### src/rtl/core/tmp_pkg.sv
// ----------------------------------------------------------------------------
// Trapezoidal motion profile package
// Shared constants, register indexes and the divider/square root request type.
// ----------------------------------------------------------------------------
package tmp_pkg;

  localparam int WORD_BITS_DEF = 32;
  localparam int FRAC_BITS_DEF = 16;

  localparam int CFG_INDEX_BITS = 2;

  localparam logic [CFG_INDEX_BITS-1:0] REG_MAX_VELOCITY     = 2'd0;
  localparam logic [CFG_INDEX_BITS-1:0] REG_MAX_ACCELERATION = 2'd1;
  localparam logic [CFG_INDEX_BITS-1:0] REG_TICK_PERIOD      = 2'd2;

  localparam int TICK_PERIOD_RESET = 655;

  localparam logic OP_SET_TARGET = 1'b0;
  localparam logic OP_TICK       = 1'b1;

  // Request to the shared divide / square root unit.
  typedef struct packed {
    logic start;
    logic sqrt_mode;
  } ds_req_t;

endpackage

### src/rtl/core/tmp_divsqrt.sv
// ----------------------------------------------------------------------------
// Shared divide / square root unit
// Restoring division at one quotient bit per cycle, or a digit-by-digit floor
// square root at one root bit per cycle, on unsigned operands.
// ----------------------------------------------------------------------------
module tmp_divsqrt #(
  parameter int WORD_BITS = tmp_pkg::WORD_BITS_DEF
) (
  input  logic                     clk,
  input  logic                     rst,
  input  tmp_pkg::ds_req_t         req,
  input  logic [2*WORD_BITS+1:0]   num,
  input  logic [WORD_BITS:0]       den,
  output logic                     done,
  output logic [2*WORD_BITS+1:0]   quo
);

  localparam int NW = 2 * WORD_BITS + 2;
  localparam int DW = WORD_BITS + 1;
  localparam int RW = WORD_BITS + 4;
  localparam int CW = $clog2(NW + 1);

  logic          busy;
  logic          mode;
  logic [CW-1:0] cnt;
  logic [NW-1:0] num_sh;
  logic [RW-1:0] rem;
  logic [DW-1:0] den_r;

  logic [RW-1:0] d_trial;
  logic          d_ge;
  logic [RW-1:0] s_trial;
  logic [RW-1:0] s_test;
  logic          s_ge;

  always_comb begin
    d_trial = {rem[RW-2:0], num_sh[NW-1]};
    d_ge    = d_trial >= {{(RW-DW){1'b0}}, den_r};
    s_trial = {rem[RW-3:0], num_sh[NW-1:NW-2]};
    s_test  = {quo[RW-3:0], 2'b01};
    s_ge    = s_trial >= s_test;
  end

  always_ff @(posedge clk) begin
    if (rst) begin
      busy <= 1'b0;
      done <= 1'b0;
      cnt  <= '0;
    end else begin
      done <= 1'b0;
      if (req.start) begin
        busy <= 1'b1;
        cnt  <= req.sqrt_mode ? CW'(NW / 2) : CW'(NW);
      end else if (busy) begin
        cnt <= cnt - CW'(1);
        if (cnt == CW'(1)) begin
          busy <= 1'b0;
          done <= 1'b1;
        end
      end
    end
  end

  always_ff @(posedge clk) begin
    if (req.start) begin
      mode   <= req.sqrt_mode;
      num_sh <= num;
      den_r  <= den;
      rem    <= '0;
      quo    <= '0;
    end else if (busy) begin
      if (mode) begin
        num_sh <= {num_sh[NW-3:0], 2'b00};
        rem    <= s_ge ? s_trial - s_test : s_trial;
        quo    <= {quo[NW-2:0], s_ge};
      end else begin
        num_sh <= {num_sh[NW-2:0], 1'b0};
        rem    <= d_ge ? d_trial - {{(RW-DW){1'b0}}, den_r} : d_trial;
        quo    <= {quo[NW-2:0], d_ge};
      end
    end
  end

endmodule
### config.mk
export PLATFORM = sky130hd
export DESIGN_NAME = tmp_divsqrt
export DESIGN_NICKNAME = d
export VERILOG_FILES = /design/src/rtl/core/tmp_pkg.sv /design/src/rtl/core/tmp_divsqrt.sv
export SDC_FILE = /design/constraint.sdc
export NUM_CORES = 1
export LEC_CHECK = 0
export BUFFER_PORTS_ARGS = -buffer_cell sky130_fd_sc_hd__buf_4
export CAP_MARGIN = 5
export CORE_MARGIN = 2
export CORE_UTILIZATION = 47
export CTS_CLUSTER_DIAMETER = 200
export DETAILED_ROUTE_END_ITERATION = 8
export PLACE_DENSITY = 0.72
export SYNTH_ARGS = -nofsm -noshare
export SYNTH_HDL_FRONTEND = slang
export SYNTH_SLANG_ARGS = --single-unit
### constraint.sdc
create_clock -name clk -period 3.9 [get_ports clk]
set_input_delay 0.975 -clock clk [delete_from_list [all_inputs] [get_ports clk]]
set_output_delay 0.975 -clock clk [all_outputs]
set_load 0.1 [all_outputs]
==> impl_metrics.tcl <==
set metrics [dict create \
    run_status "finished clean" \
    worstReg2RegEnd "rem[11]$_SDFFE_PP0P_" \
    total_leakage_power_nw 6.781 \
    highest_metal_used "met4" \
    timing.hold.worst.class "reg -> reg" \
    maxSlewHeadroom 0.4377 \
    internal_power_mw 7.043 \
    critPathMaxFanout 12 \
    finalSetupViolCount 0 \
    postSynthAreaPerCell_um2 9.032 \
    synth_ff_type "sky130_fd_sc_hd__dfxtp_1" \
    min_delay_path_depth 2 \
    grt_first_pass_wirelength_um 52210 \
    share_of_layout_cells_above_drive_strength_1 0.1578 \
    vias_per_cell 5.557 \
    detailedRoute.firstIterationViolations 684 \
    syn_to_final_growth_pct 18.15 \
    postCtsSetupBuffers 0 \
    fp-row-count 61 \
    vias 11050 \
    finalWorstPathRequiredPeriod_ns 3.412 \
    hold_end "quo[65]$_SDFFE_PP0P_" \
    cap_violations 0 \
    synthTopCellsByCount "sky130_fd_sc_hd__nand2_1 (152), sky130_fd_sc_hd__nor2_1 (147), sky130_fd_sc_hd__mux2i_1 (144)" \
    cts.path.max_buffers 3 \
    fin_crit_sh 0.8748 \
    synth.ff_latch_count 210 \
    synth_async_sr_flop_share 0 \
    rsz0062_at_grt "false" \
    post_dp_hpwl_um 24430 \
    worst_setup_path_start_kind "flip-flop" \
    critical_path.startpoint "num_sh[65]$_DFFE_PP_" \
    reg2regPathDepth 13 \
    grt_pass1_vias 10500 \
    hold_path_startpoint "quo[65]$_SDFFE_PP0P_" \
    clock_power_share 0.192 \
    power_switching_share 0.4306 \
    antenna-diode-count 0 \
    synthesis.nets 1631 \
    finalHoldViolCount 0 \
    synth.yosys.warnings 0 \
    required_ns 4.33 \
    htree_num_levels 1 \
    post_synth_inst_count 1456 \
    placeableCoreArea_um2 27630 \
    worst-slew-pin-transition_ns 0.8435 \
    p_per_area_nw_per_um2 796.1 \
    dr_pass1_iterations 5 \
    die_h_um 171.3 \
    crit-reg2reg-launch "num_sh[65]$_DFFE_PP_" \
    cts_repair_resize_count 0 \
    grt_antenna_before_repair 0 \
    dr_wl_met2_um 16000 \
    synth_most_common_cell "sky130_fd_sc_hd__nand2_1" \
    worst-r2r-setup-slack_ns 0.49 \
    cts_root_buf "sky130_fd_sc_hd__clkbuf_16" \
    ios 170 \
    global_route.overflow_total 0 \
    met3_wirelength_um 2090 \
    routedWlPerCell_um 16.59 \
    timing.clock.skew_ns 0.01268 \
    comb_power_share 0.574 \
    seq_area_frac_synth 0.3958 \
    netlist_area_um2 13150 \
    fin_util 0.5623 \
    irDropWorstVdd_uv 739.8 \
    yosys.cell_types.count 76 \
    timing.fmax_mhz 293.1 \
    grt_usage 0.2187 \
    net-switching-power_mw 5.325 \
    synth.area.top_cells "sky130_fd_sc_hd__edfxtp_1 (23%), sky130_fd_sc_hd__dfxtp_1 (17%), sky130_fd_sc_hd__mux2i_1 (11%)" \
    detail_route.wirelength.met1_um 14100 \
    residual_antenna_violating_net_count_after_detailed_routing 0 \
    source_to_sink_clock_delay_at_the_later_pin_of_the_worst_skew_pair_ns 0.54 \
    die_area_um2 29330 \
    cp-end-kind "flip-flop" \
    synth_top_cell_by_area "sky130_fd_sc_hd__edfxtp_1" \
    worst-endpoint-arrival_ns 3.84 \
    clock_sinks 210 \
    cts_made_buffers 25 \
    post_dp_cell_area_um2 14700 \
    grt_max_degree 104 \
    cts_tree "done" \
    route.detailed.drc 0 \
    power_frac_seq 0.234 \
    synth_largest_type_area_fraction 0.2284 \
    final_cell_area_excluding_filler_cells_um2 15540 \
    final.setup.tns_ns 0 \
    start_util 0.4760 \
    synth-edff-count 100 \
    path_class "reg -> reg" \
    die_w_um 171.3 \
    drt-total-wl_um 32990 \
    maxSlewViolCount 0 \
    clock_pin_slew_on_the_worst_setup_and_hold_paths_ns 0.06 \
    finish.net_count 1766 \
    buffer_ports.inserted 169 \
    ctsHoldBuffers 0 \
    routabilityCongestion 0.8528 \
]
## cells in the final DEF, fill, tap and decap left out, types with 14 or more instances in the layout
cell type                   Yosys  final
sky130_fd_sc_hd__a21o_1        27     27
sky130_fd_sc_hd__clkbuf_16      0     26
sky130_fd_sc_hd__xor2_1        24     24
sky130_fd_sc_hd__nor2_1       147    146
sky130_fd_sc_hd__edfxtp_1     100    100
sky130_fd_sc_hd__xnor2_1       42     42
sky130_fd_sc_hd__dfxtp_1      110    109
sky130_fd_sc_hd__mux2i_1      144    144
sky130_fd_sc_hd__ha_1          71     71
sky130_fd_sc_hd__a31oi_1       14     14
sky130_fd_sc_hd__nor3_1        15     15
sky130_fd_sc_hd__nand2_1      152    152
sky130_fd_sc_hd__inv_1         92     91
sky130_fd_sc_hd__a21oi_1      100    100
sky130_fd_sc_hd__nand4_1       17     17
sky130_fd_sc_hd__nor2b_1       14     14
sky130_fd_sc_hd__buf_4          2    181
sky130_fd_sc_hd__nand3_1       21     21
sky130_fd_sc_hd__o21ai_0      118    118
## worst max-delay path, stage by stage (launching register included)
cell,delay [ns]
sky130_fd_sc_hd__edfxtp_1,0.38
sky130_fd_sc_hd__inv_1,0.12
sky130_fd_sc_hd__ha_1,0.24
sky130_fd_sc_hd__fa_1,0.41
sky130_fd_sc_hd__nor2b_1,0.17
sky130_fd_sc_hd__o31a_1,0.23
sky130_fd_sc_hd__o211ai_2,0.16
sky130_fd_sc_hd__a31oi_1,0.29
sky130_fd_sc_hd__o21ai_2,0.14
sky130_fd_sc_hd__a21oi_4,0.36
sky130_fd_sc_hd__mux2_2,0.39
sky130_fd_sc_hd__nor2_1,0.14
sky130_fd_sc_hd__a31oi_1,0.07
sky130_fd_sc_hd__a22o_1,0.21
## cell families (layout without fill, tap and decap cells)
family | count (synthesis) | count (layout) | share of synthesized area
xor+xnor | 66 | 66 | 0.04396
fa+ha+maj | 72 | 72 | 0.06908
buf+inv | 170 | 324 | 0.05480
simple gates | 407 | 407 | 0.1351
flops | 210 | 210 | 0.3958
mux | 153 | 153 | 0.1173
compound gates | 378 | 378 | 0.1839
## registers in the layout (all words and copies together), names as in the netlist
signal / flops
num_sh: 66
quo: 66
rem: 35
den_r: 33
cnt: 7
busy: 1
done: 1
mode: 1
## how the worst max path moves through the flow
stage,endpoint,slack (ns)
final,rem[11]$_SDFFE_PP0P_,0.49
after global routing,rem[6]$_SDFFE_PP0P_,0.25
after CTS,rem[24]$_SDFFE_PP0P_,0.53
after detailed placement,rem[24]$_SDFFE_PP0P_,0.55
after global placement,rem[24]$_SDFFE_PP0P_,0.66
after floorplan,rem[27]$_SDFFE_PP0P_,0.36
## per-layer routing
metal  vias to the layer above  track usage
met1                      5166       0.2760
met2                       327       0.3780
met4                         0      0.06227
li1                       5498            -
met5                         -            0
met3                        56      0.04533
## stage by stage
| step | power, mW | setup WS [ns] | cells | hold WS, ns |
|---|---|---|---|---|
| floorplan | 8.617 | 0.3617 | 1456 | 0.4698 |
| global placement | 9.856 | 0.6556 | 1942 | 0.4781 |
| detailed placement | 9.915 | 0.5499 | 1942 | 0.4901 |
| CTS | 12.32 | 0.5334 | 1988 | 0.5166 |
| global route | 13.20 | 0.2519 | 1988 | 0.5516 |
| finish | 12.37 | 0.4883 | 1988 | 0.5099 |
## power by group through the flow
stage                     clock (mW)  combinational [mW]  sequential, mW
final                           2.38                7.10            2.89
after global routing            2.50                7.78            2.91
after CTS                       2.42                7.02            2.89
after detailed placement           0                6.98            2.93
after global placement             0                6.93            2.92
after floorplan                    0                5.80            2.82
## layout make-up
cell class,instances,area [µm²]
fill,2585,12090
multi-input combinational,1076,7227
sequential,210,5209
timing repair buffer,186,1450
clock buffer,37,721.9
tap,378,473.0
inverter,92,345.3
clock inverter,9,110.1
(Power assumes the default switching activity.)
